$ cat src/design/run_length_encoder_doubled_symbol_unit_defines.svh
// Assertion helpers used by the top-level RTL.
`ifndef RUN_LENGTH_ENCODER_DOUBLED_SYMBOL_UNIT_DEFINES_SVH
`define RUN_LENGTH_ENCODER_DOUBLED_SYMBOL_UNIT_DEFINES_SVH

// Same-cycle implication, checked out of reset.
`define RLDS_ASSERT_NOW(lbl, ante, cons) \
  lbl: assert property (@(posedge clk) disable iff (!rst_n) (ante) |-> (cons)) \
    else $error("assertion failed");

// Next-cycle implication, checked out of reset.
`define RLDS_ASSERT_NEXT(lbl, ante, cons) \
  lbl: assert property (@(posedge clk) disable iff (!rst_n) (ante) |=> (cons)) \
    else $error("assertion failed");

`endif

$ cat src/design/rlds_pkg.sv
package rlds_pkg;

  localparam int RLDS_MAX_RUN = 255;

  // result queue
  localparam int FIFO_DEPTH = 8;
  localparam int FIFO_AW    = $clog2(FIFO_DEPTH);
  localparam int FIFO_CW    = FIFO_AW + 1;

  typedef struct packed {
    logic [7:0] symbol;
    logic       end_of_message;
  } rlds_in_t;

  typedef struct packed {
    logic [7:0] run_symbol;
    logic       doubled;
    logic [7:0] run_length;
    logic       message_done;
  } rlds_out_t;

  // results produced by one transaction; second only with first
  typedef struct packed {
    logic first;
    logic second;
  } rlds_push_t;

endpackage

$ cat src/design/run_length_encoder_doubled_symbol_unit.sv
// Byte-stream run-length encoder. One byte is taken per cycle while in_stall is
// low; a run closes on a different byte, on a byte that would push it past its
// cap of min(MAX_RUN, 255), or on a byte marked end_of_message, which also
// flushes the run holding that byte with message_done set. An accepted byte is
// registered in the input stage (in_r); its results are then written into the
// result queue, a second one together with the first, and each is presented
// once the results ahead of it have left. The output side delivers one result
// per cycle while out_stall is low, from an 8-entry result queue. The input
// stalls only when that queue cannot absorb two results for every transaction
// in flight, so the sustained rate is one byte per cycle as long as the output
// is not stalled and the stream does not average more than one result per byte.
`include "run_length_encoder_doubled_symbol_unit_defines.svh"

module run_length_encoder_doubled_symbol_unit #(
  parameter int MAX_RUN = rlds_pkg::RLDS_MAX_RUN
) (
  input  logic                clk,
  input  logic                rst_n,
  input  logic                in_valid,
  output logic                in_stall,
  input  rlds_pkg::rlds_in_t  in_data,
  output logic                out_valid,
  input  logic                out_stall,
  output rlds_pkg::rlds_out_t out_data
);
  import rlds_pkg::*;

  logic               acc;
  logic               stage_vld;
  rlds_push_t         push;
  rlds_out_t          res0, res1;
  logic               pop;
  logic [FIFO_CW-1:0] count;
  logic [FIFO_CW:0]   reserved;

  // room for two results of the staged transaction and two of a new one
  assign reserved  = {1'b0, count} + {{(FIFO_CW-1){1'b0}}, stage_vld, 1'b0};
  assign in_stall  = reserved > (FIFO_CW+1)'(FIFO_DEPTH - 2);
  assign acc       = in_valid && !in_stall;
  assign out_valid = (count != '0);
  assign pop       = out_valid && !out_stall;

  rlds_encode #(
    .MAX_RUN(MAX_RUN)
  ) u_encode (
    .clk      (clk),
    .rst_n    (rst_n),
    .acc      (acc),
    .in_data  (in_data),
    .stage_vld(stage_vld),
    .push     (push),
    .res0     (res0),
    .res1     (res1)
  );

  rlds_out_fifo u_fifo (
    .clk   (clk),
    .rst_n (rst_n),
    .push  (push),
    .wdata0(res0),
    .wdata1(res1),
    .pop   (pop),
    .count (count),
    .head  (out_data)
  );

  `RLDS_ASSERT_NOW(a_no_overflow, 1'b1, count <= FIFO_CW'(FIFO_DEPTH))
  `RLDS_ASSERT_NOW(a_second_needs_first, push.second, push.first)
  `RLDS_ASSERT_NOW(a_doubled_len, out_valid, out_data.doubled == (out_data.run_length > 8'd1))
  `RLDS_ASSERT_NEXT(a_stage_follows, acc, stage_vld)

endmodule

$ cat src/design/rlds_encode.sv
module rlds_encode #(
  parameter int MAX_RUN = rlds_pkg::RLDS_MAX_RUN
) (
  input  logic              clk,
  input  logic              rst_n,
  input  logic              acc,
  input  rlds_pkg::rlds_in_t  in_data,
  output logic              stage_vld,
  output rlds_pkg::rlds_push_t push,
  output rlds_pkg::rlds_out_t  res0,
  output rlds_pkg::rlds_out_t  res1
);
  import rlds_pkg::*;

  localparam int RUN_CAP_I = (MAX_RUN > 255) ? 255 : MAX_RUN;
  localparam logic [7:0] RUN_CAP = 8'(RUN_CAP_I);

  rlds_in_t   in_r;
  logic       sv_r;
  logic [7:0] held_r, held_nxt;
  logic [7:0] cnt_r, cnt_nxt;
  logic       open_r, open_nxt;

  logic       cont;
  logic [7:0] run_sym, run_cnt;

  always_ff @(posedge clk) begin
    if (acc) begin
      in_r <= in_data;
    end
  end

  always_ff @(posedge clk) begin
    if (!rst_n) begin
      sv_r   <= 1'b0;
      held_r <= '0;
      cnt_r  <= '0;
      open_r <= 1'b0;
    end else begin
      sv_r   <= acc;
      held_r <= held_nxt;
      cnt_r  <= cnt_nxt;
      open_r <= open_nxt;
    end
  end

  always_comb begin
    cont    = open_r && (in_r.symbol == held_r) && (cnt_r < RUN_CAP);
    run_sym = cont ? held_r : in_r.symbol;
    run_cnt = cont ? (cnt_r + 8'd1) : 8'd1;

    held_nxt = held_r;
    cnt_nxt  = cnt_r;
    open_nxt = open_r;
    if (sv_r) begin
      if (in_r.end_of_message) begin
        held_nxt = '0;
        cnt_nxt  = '0;
        open_nxt = 1'b0;
      end else begin
        held_nxt = run_sym;
        cnt_nxt  = run_cnt;
        open_nxt = 1'b1;
      end
    end
  end

  logic       close_vld;
  rlds_out_t  close_res, flush_res;

  always_comb begin
    close_vld = !cont && open_r;

    close_res.run_symbol   = held_r;
    close_res.doubled      = (cnt_r > 8'd1);
    close_res.run_length   = cnt_r;
    close_res.message_done = 1'b0;

    flush_res.run_symbol   = run_sym;
    flush_res.doubled      = (run_cnt > 8'd1);
    flush_res.run_length   = run_cnt;
    flush_res.message_done = 1'b1;

    // pack results into the first free slots
    push.first  = sv_r && (close_vld || in_r.end_of_message);
    push.second = sv_r && close_vld && in_r.end_of_message;
    res0        = close_vld ? close_res : flush_res;
    res1        = flush_res;
  end

  assign stage_vld = sv_r;

endmodule

$ cat src/design/rlds_out_fifo.sv
module rlds_out_fifo (
  input  logic                        clk,
  input  logic                        rst_n,
  input  rlds_pkg::rlds_push_t        push,
  input  rlds_pkg::rlds_out_t         wdata0,
  input  rlds_pkg::rlds_out_t         wdata1,
  input  logic                        pop,
  output logic [rlds_pkg::FIFO_CW-1:0] count,
  output rlds_pkg::rlds_out_t         head
);
  import rlds_pkg::*;

  rlds_out_t          mem_r [FIFO_DEPTH];
  logic [FIFO_AW-1:0] wptr_r, wptr_nxt;
  logic [FIFO_AW-1:0] rptr_r, rptr_nxt;
  logic [FIFO_CW-1:0] cnt_r, cnt_nxt;
  logic [FIFO_AW-1:0] wptr_p1;
  logic [FIFO_CW-1:0] n_push;

  always_comb begin
    wptr_p1  = wptr_r + FIFO_AW'(1);
    n_push   = FIFO_CW'(push.first) + FIFO_CW'(push.second);
    wptr_nxt = wptr_r + n_push[FIFO_AW-1:0];
    rptr_nxt = pop ? (rptr_r + FIFO_AW'(1)) : rptr_r;
    cnt_nxt  = cnt_r + n_push - FIFO_CW'(pop);
  end

  always_ff @(posedge clk) begin
    if (push.first) begin
      mem_r[wptr_r] <= wdata0;
    end
    if (push.second) begin
      mem_r[wptr_p1] <= wdata1;
    end
  end

  always_ff @(posedge clk) begin
    if (!rst_n) begin
      wptr_r <= '0;
      rptr_r <= '0;
      cnt_r  <= '0;
    end else begin
      wptr_r <= wptr_nxt;
      rptr_r <= rptr_nxt;
      cnt_r  <= cnt_nxt;
    end
  end

  assign count = cnt_r;
  assign head  = mem_r[rptr_r];

endmodule
$ cat config.mk
export PLATFORM = sky130hd
export DESIGN_NAME = run_length_encoder_doubled_symbol_unit
export DESIGN_NICKNAME = d
export VERILOG_FILES = /design/src/design/rlds_pkg.sv /design/src/design/run_length_encoder_doubled_symbol_unit.sv /design/src/design/rlds_encode.sv /design/src/design/rlds_out_fifo.sv
export VERILOG_INCLUDE_DIRS = /design/src /design/src/design
export SDC_FILE = /design/constraint.sdc
export NUM_CORES = 1
export LEC_CHECK = 0
export CAP_MARGIN = 20
export CORE_MARGIN = 5
export CORE_UTILIZATION = 60
export CTS_CLUSTER_SIZE = 12
export DETAILED_ROUTE_END_ITERATION = 12
export DONT_BUFFER_PORTS = 1
export PLACE_DENSITY = 0.76
export SETUP_SLACK_MARGIN = 0.5
export SKIP_LAST_GASP = 1
export SYNTH_ARGS = -nofsm -noshare
export SYNTH_HDL_FRONTEND = slang
export SYNTH_HIERARCHICAL = 1
export SYNTH_SLANG_ARGS = --single-unit
$ cat constraint.sdc
create_clock -name clk -period 4 [get_ports clk]
set_input_delay 0.6 -clock clk [delete_from_list [all_inputs] [get_ports clk]]
set_output_delay 0.6 -clock clk [all_outputs]
set_load 0.005 [all_outputs]
**Word-level counts from Yosys, hierarchy flattened**

Memories as Yosys holds them, arrays and structs flattened. A register that Yosys moved wholly into a read port is not among the register bits.
Index checks and enable logic that the tools add are counted.

- Register bits after elaboration: 37
- RAM bits: 144
- Input bits: 13
- Output and inout port bits: 20
- Logic and storage cells: 48
- Memories: 1

- Add/subtract/negate cells: 8
- Magnitude comparators: 4
- Equal/unequal tests: 1
- Mux-type cells: 12
- Reduce and logical (&&, ||, !) cells: 13

Memories:

| name | depth | width | read ports | clocked after Yosys merged registers in | write ports | line | source |
|---|---|---|---|---|---|---|---|
| u_fifo.mem_r | 8 | 18 | 1 | 1 | 2 | rlds_out_fifo.sv:13 | `rlds_out_t mem_r [FIFO_DEPTH];` |

Operators by type and width:

| operator | count |
|---|---|
| 8-bit two-way mux | 4 |
| 18-bit two-way mux | 1 |
| 8-bit by 1-bit greater-than comparator with 1-bit output (second input constant) | 2 |
| 8-bit by 1-bit adder with 8-bit output (second input constant) | 1 |
| 8-bit equality test | 1 |
| 1-bit logical AND | 8 |
| 8-bit < comparator (second input constant) | 1 |
| 3-bit by 1-bit adder with 3-bit output (second input constant) | 2 |
| 3-bit two-way mux | 2 |
| 4-bit by 2-bit adder with 5-bit output | 1 |
| 5-bit by 3-bit greater-than comparator with 1-bit output (second input constant) | 1 |
| 1-bit two-way mux | 5 |
| 4-bit adder | 1 |
| 4-bit nonzero test | 1 |
| 4-bit by 1-bit subtractor with 4-bit output | 1 |
| 3-bit adder | 1 |
| 1-bit zero test | 3 |
| 1-bit by 1-bit adder with 2-bit output | 1 |
| 1-bit logical OR | 1 |

**Depth between registers and ports, before layout**

Gate-level depths: netlist of run 1.

- Depth in word-level cells: 10
- Mapped depth: 14
- Mapped depth without buffers: 13

**Hierarchy**

Netlist of run 1, hierarchy kept.

By module, submodules not included:

| module | instances | cells each | area each (um2) |
|---|---|---|---|
| rlds_out_fifo | 1 | 447 | 7846.3 |
| rlds_encode | 1 | 215 | 1778.0 |
| run_length_encoder_doubled_symbol_unit | 1 | 10 | 82.6 |

**Worst setup path before layout of run 1**

Ideal clock, no wire load.

- Kind: reg2reg
- From: reg u_encode.cnt_r[0]
- To: mem u_fifo/mem_r[2][0] in the netlist's numbering, enable pin
- Setup time: 0.423 ns
- Arrival time: 3.061 ns
- Data required time: 3.577 ns
- Path slack: 0.516 ns
- Stages on the path, launching flop included: 9
- Buffers on the path: 1
- Period minus slack after synthesis: 3.484 ns
- Cell sequence: dfxtp_1 > ha_1 > nand3_1 > nor2_1 > o41a_1 > clkbuf_1 > o21a_1 > nand2_1 > o32ai_1

RTL lines:

| what | line | source |
|---|---|---|
| from (decl) | rlds_encode.sv:21 | `logic [7:0] cnt_r, cnt_nxt;` |
| from (signal assigned) | rlds_encode.sv:42 | `cnt_r <= cnt_nxt;` |
| to (decl) | rlds_out_fifo.sv:13 |  |

==> results of run 1 <==
==> registers in the layout (all words and copies together), names as in the netlist, named ones only <==
register            cells
u_fifo/mem_r          144
u_encode/in_r           9
u_encode/cnt_r          8
u_encode/held_r         8
u_fifo/count            4
u_fifo/rptr_r           3
u_fifo/wptr_r           3
u_encode/open_r         1
u_encode/stage_vld      1
==> layout make-up <==
cell class / count / area, um^2 / area share
Tap cell: 216 / 270 / 0.0250
Timing Repair Buffer: 40 / 348 / 0.0322
Multi-Input combinational cell: 416 / 4260 / 0.394
Clock buffer: 25 / 495 / 0.0458
Sequential cell: 184 / 5220 / 0.482
Clock inverter: 7 / 116 / 0.0108
Inverter: 27 / 101 / 0.00937
==> report_power, final <==
group | leakage (nW) | switching [mW] | internal (mW) | total (mW)
clock | 0.297 | 0.693 | 1.05 | 1.74
sequential | 1.62 | 0.105 | 2.21 | 2.31
combinational | 1.74 | 0.499 | 0.542 | 1.04
total | 3.66 | 1.30 | 3.80 | 5.09
==> cells by family after synthesis <==
kind of cell	Yosys count
muxes	207
DFF	184
and+or+nand+nor	116
buffers and inverters	72
AOI/OAI and AO/OA	59
xor gates and xnor gates	17
adders and majority gates	16
other	1
==> worst min-delay path by stage <==
stage	cells after the start	slack [ns]	endpoint
after floorplan	2	0.48	flip-flop
after global placement	2	0.50	flip-flop
after detailed placement	2	0.54	u_encode/cnt_r[1]
after CTS	0	0.25	u_encode/in_r[0]
after global routing	0	0.24	u_encode/in_r[0]
final	0	0.26	u_encode/in_r[0]
==> routing by layer <==
metal	track usage	wire length, um
met1	0.352	9770
met2	0.405	11000
met3	0.0665	1490
met4	0.0665	374
met5	0	41
==> through the flow <==
| step | std cells | total power, mW | hold WS (ns) | instance area [um^2] |
|---|---|---|---|---|
| floorplan | 672 | 3.11 | 0.485 | 9710 |
| global placement | 870 | 3.32 | 0.500 | 10100 |
| detailed placement | 870 | 3.36 | 0.536 | 10100 |
| CTS | 903 | 5.08 | 0.248 | 10700 |
| global route | 915 | 5.30 | 0.235 | 10800 |
| finish | 915 | 5.09 | 0.263 | 10800 |
==> repair_timing <==
action,4_1_cts,5_1_grt
pin swaps,0,1
buffers inserted,1,12
gates resized for setup,2,4
setup endpoints to repair,35,25
==> cell usage in the layout, fill, tap and decap left out, types with 4 or more instances in the layout <==
cell       instances
mux4_2            36
clkbuf_8           4
buf_4             35
a21oi_1           16
clkbuf_1           4
and2_1            15
nor2_1            14
o21ai_0           10
clkbuf_16         17
xnor2_1           11
o22ai_1            9
nand2_1           28
edfxtp_1         153
ha_1              14
nand3_1            7
nor2b_1            5
inv_1             26
o21a_1             7
nand2b_1           5
nand3b_1           6
buf_12             4
mux2_2           170
xor2_1             4
dfxtp_1           30
==> flow_summary.yaml, run 1 <==
yosys:
  synth_top_area_share: 0.473
  synthAdderAreaFrac: 0.0222
  synth.mux.area_fraction: 0.282
  complex_gate_fraction_of_the_synthesized_area: 0.0387
  synth-async-reset-ratio: 0
  synth_top_flop_cell: "edfxtp_1"
  synth_simple_gate_area_share: 0.0710
  yosys.cell_count.top_type: "mux2_2"
  postSynthAreaPerCell_um2: 14.4
  post_synthesis_sequential_area_ratio: 0.537
  yosys_register_bits: 184
  netlist_top_cells_area: "edfxtp_1 47%, mux2_2 20%, mux4_2 8.4%"
  synth-edff-count: 153
  synth.net_count: 701
  post_synth_most_frequent_cells: "170 x mux2_2, 153 x edfxtp_1, 36 x mux4_2, 31 x dfxtp_1, 28 x nand2_1"
  synth_top_area_cell: "edfxtp_1"
  netlist_area_um2: 9710
  synth.lib_cells_used.distinct: 60
  synth.yosys.warnings: 6
  combinational_family_with_the_most_area_after_synthesis: "multiplexers"
  synth-xor-area-share: 0.0169
  synthCells: 672
worst_setup_path:
  setup.worst_path.end: "u_fifo/count[2]"
  crit-reg2reg-launch: "u_encode/in_r[2]"
  reg2reg_slack_ns: 0.58
  path_common_cell: "ha_1"
  path_max_fanout: 11
  setup.worst_path.start: "u_encode/in_r[2]"
  arrival_ns: 3.74
  critical_path_class: "reg2reg"
  end_kind: "flip-flop"
  critical_path.slowest_cell: "o41a_4"
  crit_cells: 12
  critPathBufInv: 2
  cp-start-kind: "flip-flop"
  critical_path_required_ns: 4.32
  cp_delay_by_family_top: "adder cells"
  critical_path.cell_chain: "xnor2_1 > nand3_2 > o41a_4 > and3_1 > ha_1 > inv_1 > ha_1 > inv_1 > ha_1 > fa_1 > xnor2_1 > nor2_1"
  rr_endpoint: "u_fifo/count[2]"
  number_of_cells_on_the_worst_reg_to_reg_path: 12
  timing.critical_path.slowest_cell_delay_ns: 0.59
power_and_ir_drop:
  power_density_nw_per_um2: 471
  vdd.ir_drop.worst_mv: 0.303
  power.leakage_nw: 3.66
layout:
  post-route-util: 0.681
  flow.area_growth_from_synthesis_pct: 11.4
  antenna_cells_inserted: 0
  layout-drive-gt1-share: 0.433
  final_nets: 715
  filler_cell_count: 1088
sta:
  slew_violations: 0
  rsz0062_at_grt: "yes"
  tns_ns: 0
  worst_pin_slew_ns: 0.872
  worst_max_slew_margin_expressed_relative_to_the_limit: 0.413
  period_minus_slack_ns: 3.42
  period_share: 0.856
  timing.final.ws_setup_ns: 0.577
  final-hold-violation-count: 0
  clock-skew-final_ns: 0.00854
  fmax_mhz: 292
  final-setup-viol-count: 0
routing:
  aggregate_routed_wire_length_um: 22600
  detailroute.via_count: 5807
  drt_iter0_markers: 573
  viasPerCell: 6.35
  postRouteAntennaNets: 0
  drc_violation_count_after_routing: 0
  route.detailed.wl_per_inst_um: 24.7
  firstDrtPassIters: 5
grt:
  global_route_wire_length_before_repair_um: 34900
  grt_util_all_layers: 0.255
  first_global_vias: 5921
  grt_max_degree: 37
  overflow: 0
  antenna_found_initial: 3
die:
  die_width_um: 137
  floorplan.die_area_um2: 18800
  initial_core_utilization: 0.611
  fp-row-count: 46
  dieHeight_um: 137
  design.portCount: 33
  core_ar_um2: 15900
min_path:
  hold_path.class: "in2reg"
  hp-start: "in_data[0]"
placement:
  pre_cts_slack_ns: 0.419
  routabilityCongestion: 0.826
  port_buffers: 0
  dpl.hpwl_um: 14300
status:
  status: "finished clean"
cts:
  holdBufCountCts: 0
  cts-buffers-inserted: 17
  cts.clk_slew.worst_paths_ns: 0.07
  clk_path_buf_depth: 2
  cts.sinks: 184
  clk_latency_ns: 0.43
  tritoncts: "done"
  htree_levels: 4
  cts_root_buf: "clkbuf_16"
flow_run:
  drv.max_cap_violation_count: 0
Power figures use the tool's default switching activity.
==> run 2, diff against run 1 <==
CORE_MARGIN = unset   (was 5)
CORE_UTILIZATION = 58   (was 60)
clock period = 2.88 ns   (was 4 ns; I/O delays follow)
==> run 2 against run 1 <==
  * Global-route usage rose by 11 points
  * Register-to-register slack got worse by 0.65 ns
  * The run now ends with setup timing left
  * Core utilization increased by 13 points
  * First-iteration DRC count rose by 120%
  * Critical endpoint is now u_fifo/mem_r[2][2]
  * Maximum frequency rose by 16%
  * Highest routed layer is now met4
  * Via count increased by 23%
  * Setup slack worse by 0.65 ns
  * Combinational power rose by 89%
==> flow_summary.yaml, run 2 (synthesized netlist as in run 1, its figures left out) <==
worst_setup_path:
  cp-start-kind: "flip-flop"
  arrival_ns: 3.15
  critical_path.slowest_cell: "o41a_1"
  end_kind: "flip-flop"
  critical_path_required_ns: 3.07
  critical_path.cell_chain: "xnor2_1 > nand3_1 > o41a_1 > and3_4 > buf_6 > buf_6 > buf_12 > buf_6 > nand3_4 > buf_6 > nor2_4 > buf_12 > buf_16 > mux2_2"
  timing.critical_path.slowest_cell_delay_ns: 0.48
  path_common_cell: "buf_6"
  path_max_fanout: 5
  critical_path_class: "reg2reg"
sta:
  timing.final.ws_setup_ns: -0.0762
  worst_pin_slew_ns: 0.806
  rsz0062_at_grt: "yes"
  period_minus_slack_ns: 2.96
  worst_max_slew_margin_expressed_relative_to_the_limit: 0.460
  tns_ns: -0.738
  slew_violations: 0
  final-hold-violation-count: 0
  final-setup-viol-count: 26
  clock-skew-final_ns: 0.0157
  fmax_mhz: 338
  fin_worst_hold_slack_ns: 0.0915
  period_share: 1.03
grt:
  first_global_vias: 6834
  grt_util_all_layers: 0.364
  antenna_found_initial: 0
  global_route_wire_length_before_repair_um: 44700
  overflow: 0
  grt_max_degree: 37
power_and_ir_drop:
  sw_frac_of_total: 0.293
  vdd.ir_drop.worst_mv: 0.435
  power_report.internal_total_mw: 5.23
  fin_total_pwr_mw: 7.40
  seq_power_share: 0.429
  p_clk_frac: 0.305
  power.leakage_nw: 4.73
  switchingPower_mw: 2.17
  power_density_nw_per_um2: 566
  combinational_share_of_power: 0.266
routing:
  viasPerCell: 7.08
  postRouteAntennaNets: 0
  firstDrtPassIters: 6
  detailroute.via_count: 7146
  drt_iter0_markers: 1278
  aggregate_routed_wire_length_um: 33600
  drc_violation_count_after_routing: 0
  route.detailed.wl_per_inst_um: 33.2
layout:
  finish.cell_count_without_fillers: 1010
  final_nets: 810
  final_common_cell: "edfxtp_1"
  registers.top_by_ff_count: "u_fifo/mem_r"
  flow.area_growth_from_synthesis_pct: 34.7
  antenna_cells_inserted: 0
  post-route-util: 0.811
  number_of_flip_flops_under_the_largest_register_name: 144
  largestRegisters: "u_fifo/mem_r: 144 flops, u_encode/in_r: 9 flops"
  layout-drive-gt1-share: 0.539
  final_cell_area_um2: 13100
  layout_common_cells: "153 x edfxtp_1, 119 x mux2_2, 51 x mux2_4"
cts:
  tritoncts: "done"
  cts.clk_slew.worst_paths_ns: 0.07
  cts.sinks: 184
  clk_latency_ns: 0.44
  cts-buffers-inserted: 17
  holdBufCountCts: 0
  cts_root_buf: "clkbuf_16"
  htree_levels: 4
  clk_path_buf_depth: 2
die:
  dieHeight_um: 131
  design.portCount: 33
  initial_core_utilization: 0.602
  floorplan.die_area_um2: 17300
  core_ar_um2: 16100
  die_width_um: 131
  fp-row-count: 46
min_path:
  hold_path.class: "in2reg"
placement:
  pre_cts_slack_ns: -0.0250
  port_buffers: 0
  placed_cells_incl_taps: 893
  routabilityCongestion: 0.878
  dpl.hpwl_um: 13100
  dpl_cell_area_um2: 10400
status:
  violations: "setup timing"
  status: "complete, but fails checks"
flow_run:
  drv.max_cap_violation_count: 0
-- run 2: worst paths after layout --
check	start	to	slack (ns)	cells past startpoint
max	u_encode/in_r[5]	u_fifo/mem_r[2][2]	-0.08	14
min	in_data[5]	u_encode/in_r[5]	0.09	0
max reg2reg	u_encode/in_r[5]	u_fifo/mem_r[2][2]	-0.08	14
min reg2reg	u_fifo/rptr_r[1]	flip-flop	0.53	2
-- run 2: layout make-up --
| type | count | area (um^2) |
|---|---|---|
| timing repair buffer | 132 | 2210 |
| inverter | 27 | 101 |
| multi-input combinational | 419 | 4700 |
| clock inverter | 15 | 136 |
| fill | 754 | 3040 |
| clock buffer | 17 | 425 |
| tap | 216 | 270 |
| sequential | 184 | 5220 |
-- run 2: worst max-delay path, delay by kind of cell (launching register included) --
family,cells,cell delay [ns]
AND/OR/NAND/NOR,4,0.49
multiplexers,1,0.28
flip-flops,1,0.42
XOR/XNOR,1,0.16
buffers and inverters,7,0.88
AO/OA/AOI/OAI,1,0.48
-- run 2: repair_timing --
action / CTS / global route
pin swaps: 11 / 11
cloned: 31 / 12
gates resized for setup: 109 / 50
buffers inserted: 32 / 10
endpoints found under the setup margin: 312 / 307
-- run 2: power groups by stage --
stage | Combinational [mW] | Clock [mW] | Sequential [mW]
finish | 1.97 | 2.26 | 3.18
global route | 2.09 | 2.38 | 3.18
CTS | 1.74 | 2.25 | 3.16
detailed placement | 1.54 | 0 | 3.22
global placement | 1.48 | 0 | 3.21
floorplan | 1.18 | 0 | 3.18
-- run 2: layer usage --
layer  global-route usage  vias to the layer above  wire length, um
met4                0.237                        0             2780
met2                0.564                      626            15100
met3               0.0883                      211             4450
met1                0.457                     3505            11300
li1                     -                     2804                -
met5                    0                        -                0
==> run 3, diff against run 2 <==
CAP_MARGIN = unset   (was 20)
CORE_UTILIZATION = 64   (was 58)
PLACE_DENSITY = 0.8   (was 0.76)
clock period = 2.9 ns   (was 2.88 ns; I/O delays follow)
==> run 3 against run 2 <==
  * The flow finishes with violations (DRC, setup timing)
  * Cell area is 0.75% higher
  * Sequential share of layout area is 0.28 points lower
  * Highest routed layer unchanged
  * Critical path depth is 3 lower
==> flow_summary.yaml, run 3 (synthesized netlist as in run 1, its figures left out) <==
layout:
  filler_cell_count: 483
  flow.area_growth_from_synthesis_pct: 35.7
  largestRegisters: "u_fifo/mem_r: 144 flops, u_encode/in_r: 9 flops"
  layout_common_cells: "153 x edfxtp_1, 125 x mux2_2, 45 x mux2_4"
  final_cell_area_um2: 13200
  number_of_flip_flops_under_the_largest_register_name: 144
  final_common_cell: "edfxtp_1"
  finish.cell_count_without_fillers: 987
  antenna_cells_inserted: 0
  registers.top_by_ff_count: "u_fifo/mem_r"
  layout-drive-gt1-share: 0.557
  final_nets: 821
sta:
  timing.final.ws_setup_ns: -0.185
  rsz0062_at_grt: "yes"
  clock-skew-final_ns: 0.0127
  worst_max_slew_margin_expressed_relative_to_the_limit: 0.465
  period_share: 1.06
  slew_violations: 0
  fmax_mhz: 324
  worst_pin_slew_ns: 0.802
  final-hold-violation-count: 0
  final-setup-viol-count: 129
  period_minus_slack_ns: 3.09
worst_setup_path:
  path_max_fanout: 3
  path_common_cell: "ha_4"
  cp-start-kind: "flip-flop"
  rr_endpoint: "u_fifo/count[1]"
  reg2reg_slack_ns: -0.19
  critical_path_required_ns: 3.30
  crit-reg2reg-launch: "u_encode/in_r[2]"
  cp_delay_by_family_top: "adder cells"
  critical_path.slowest_cell: "fa_2"
  number_of_cells_on_the_worst_reg_to_reg_path: 11
  critPathBufInv: 2
  crit_cells: 11
  critical_path_class: "reg2reg"
  arrival_ns: 3.48
  timing.critical_path.slowest_cell_delay_ns: 0.51
  end_kind: "flip-flop"
  critical_path.cell_chain: "xnor2_1 > nand3_1 > o41a_1 > o21a_1 > ha_4 > inv_2 > ha_4 > inv_2 > ha_4 > fa_2 > and2_4"
die:
  initial_core_utilization: 0.663
  fp-row-count: 44
  design.portCount: 33
  dieHeight_um: 125
  core_ar_um2: 14600
  floorplan.die_area_um2: 15700
  die_width_um: 125
routing:
  aggregate_routed_wire_length_um: 39200
  postRouteAntennaNets: 0
  detailroute.via_count: 7740
  drc_violation_count_after_routing: 4
  viasPerCell: 7.84
  drt_iter0_markers: 1522
  route.detailed.wl_per_inst_um: 39.7
  firstDrtPassIters: 12
cts:
  clk_latency_ns: 0.45
  tritoncts: "done"
  cts_root_buf: "clkbuf_16"
  cts-buffers-inserted: 17
  clk_path_buf_depth: 2
  holdBufCountCts: 0
  cts.sinks: 184
  cts.clk_slew.worst_paths_ns: 0.07
  htree_levels: 4
grt:
  grt_max_degree: 37
  grt_util_all_layers: 0.453
  global_route_wire_length_before_repair_um: 49600
  first_global_vias: 7341
  antenna_found_initial: 0
  overflow: 0
min_path:
  hp-start: "in_data[0]"
  worst_hold_path.endpoint: "u_encode/in_r[0]"
  hold_path.class: "in2reg"
  holdPathStages: 0
placement:
  dpl_cell_area_um2: 10300
  placed_cells_incl_taps: 857
  routabilityCongestion: 0.902
  pre_cts_slack_ns: 0.00878
  port_buffers: 0
  dpl.hpwl_um: 13000
power_and_ir_drop:
  power.leakage_nw: 4.76
  power_density_nw_per_um2: 589
  fin_total_pwr_mw: 7.75
  vdd.ir_drop.worst_mv: 0.602
status:
  status: "complete, but fails checks"
  violations: "DRC, setup timing"
flow_run:
  drv.max_cap_violation_count: 0
run 3: what timing repair did:
item	4_1_cts	5_1_grt
endpoints found under the setup margin	300	303
endpoints found under the hold margin	0	0
buffers inserted	47	13
resized for setup	132	47
pin swaps	13	17
cloned	33	7
run 3: how the worst max path moves through the flow:
| stage | startpoint | end |
|---|---|---|
| finish | u_encode/in_r[2] | u_fifo/count[1] |
| global route | u_encode/in_r[8] | u_fifo/count[1] |
| CTS | u_encode/in_r[5] | u_fifo/count[2] |
| detailed placement | u_encode/in_r[6] | u_fifo/count[2] |
| global placement | u_encode/in_r[2] | u_fifo/count[2] |
| floorplan | u_encode/in_r[1] | u_fifo/count[2] |
run 3: worst reg2reg max path: cells and delay by family (launching register included):
kind            cells  cell delay (ns)
compound gates      2             0.74
fa+ha+maj           4             1.23
flops               1             0.42
simple gates        2             0.30
buf+inv             2             0.09
xor+xnor            1             0.26
run 3: area by class of cell:
type	count	area, um^2	area share
sequential	184	5220	0.397
inverter	27	108	0.00817
multi-input combinational	419	4770	0.363
timing repair buffer	143	2270	0.172
clock inverter	11	131	0.00998
tap	184	230	0.0175
clock buffer	19	433	0.0329
run 3: power by group:
group,total [mW],internal [mW],switching (mW),leakage [nW]
logic,2.21,1.11,1.10,2.87
clock network,2.38,1.33,1.05,0.273
registers,3.15,3.04,0.112,1.62
run 3: stage by stage:
step | hold slack [ns] | TNS [ns] | utilization
3_3_place_gp | 0.503 | 0 | 0.706
6_report | 0.0855 | -6.83 | 0.899
5_1_grt | 0.0741 | -9.16 | 0.899
3_5_place_dp | 0.513 | 0 | 0.706
4_1_cts | 0.0872 | 0 | 0.870
2_1_floorplan | 0.485 | -0.0963 | -
run 3: per-layer routing:
metal	up-vias	track usage	share of wire
met3	326	0.159	0.16
met2	910	0.694	0.43
li1	2822	-	-
met1	3682	0.544	0.31
met4	0	0.302	0.10
met5	-	0	0
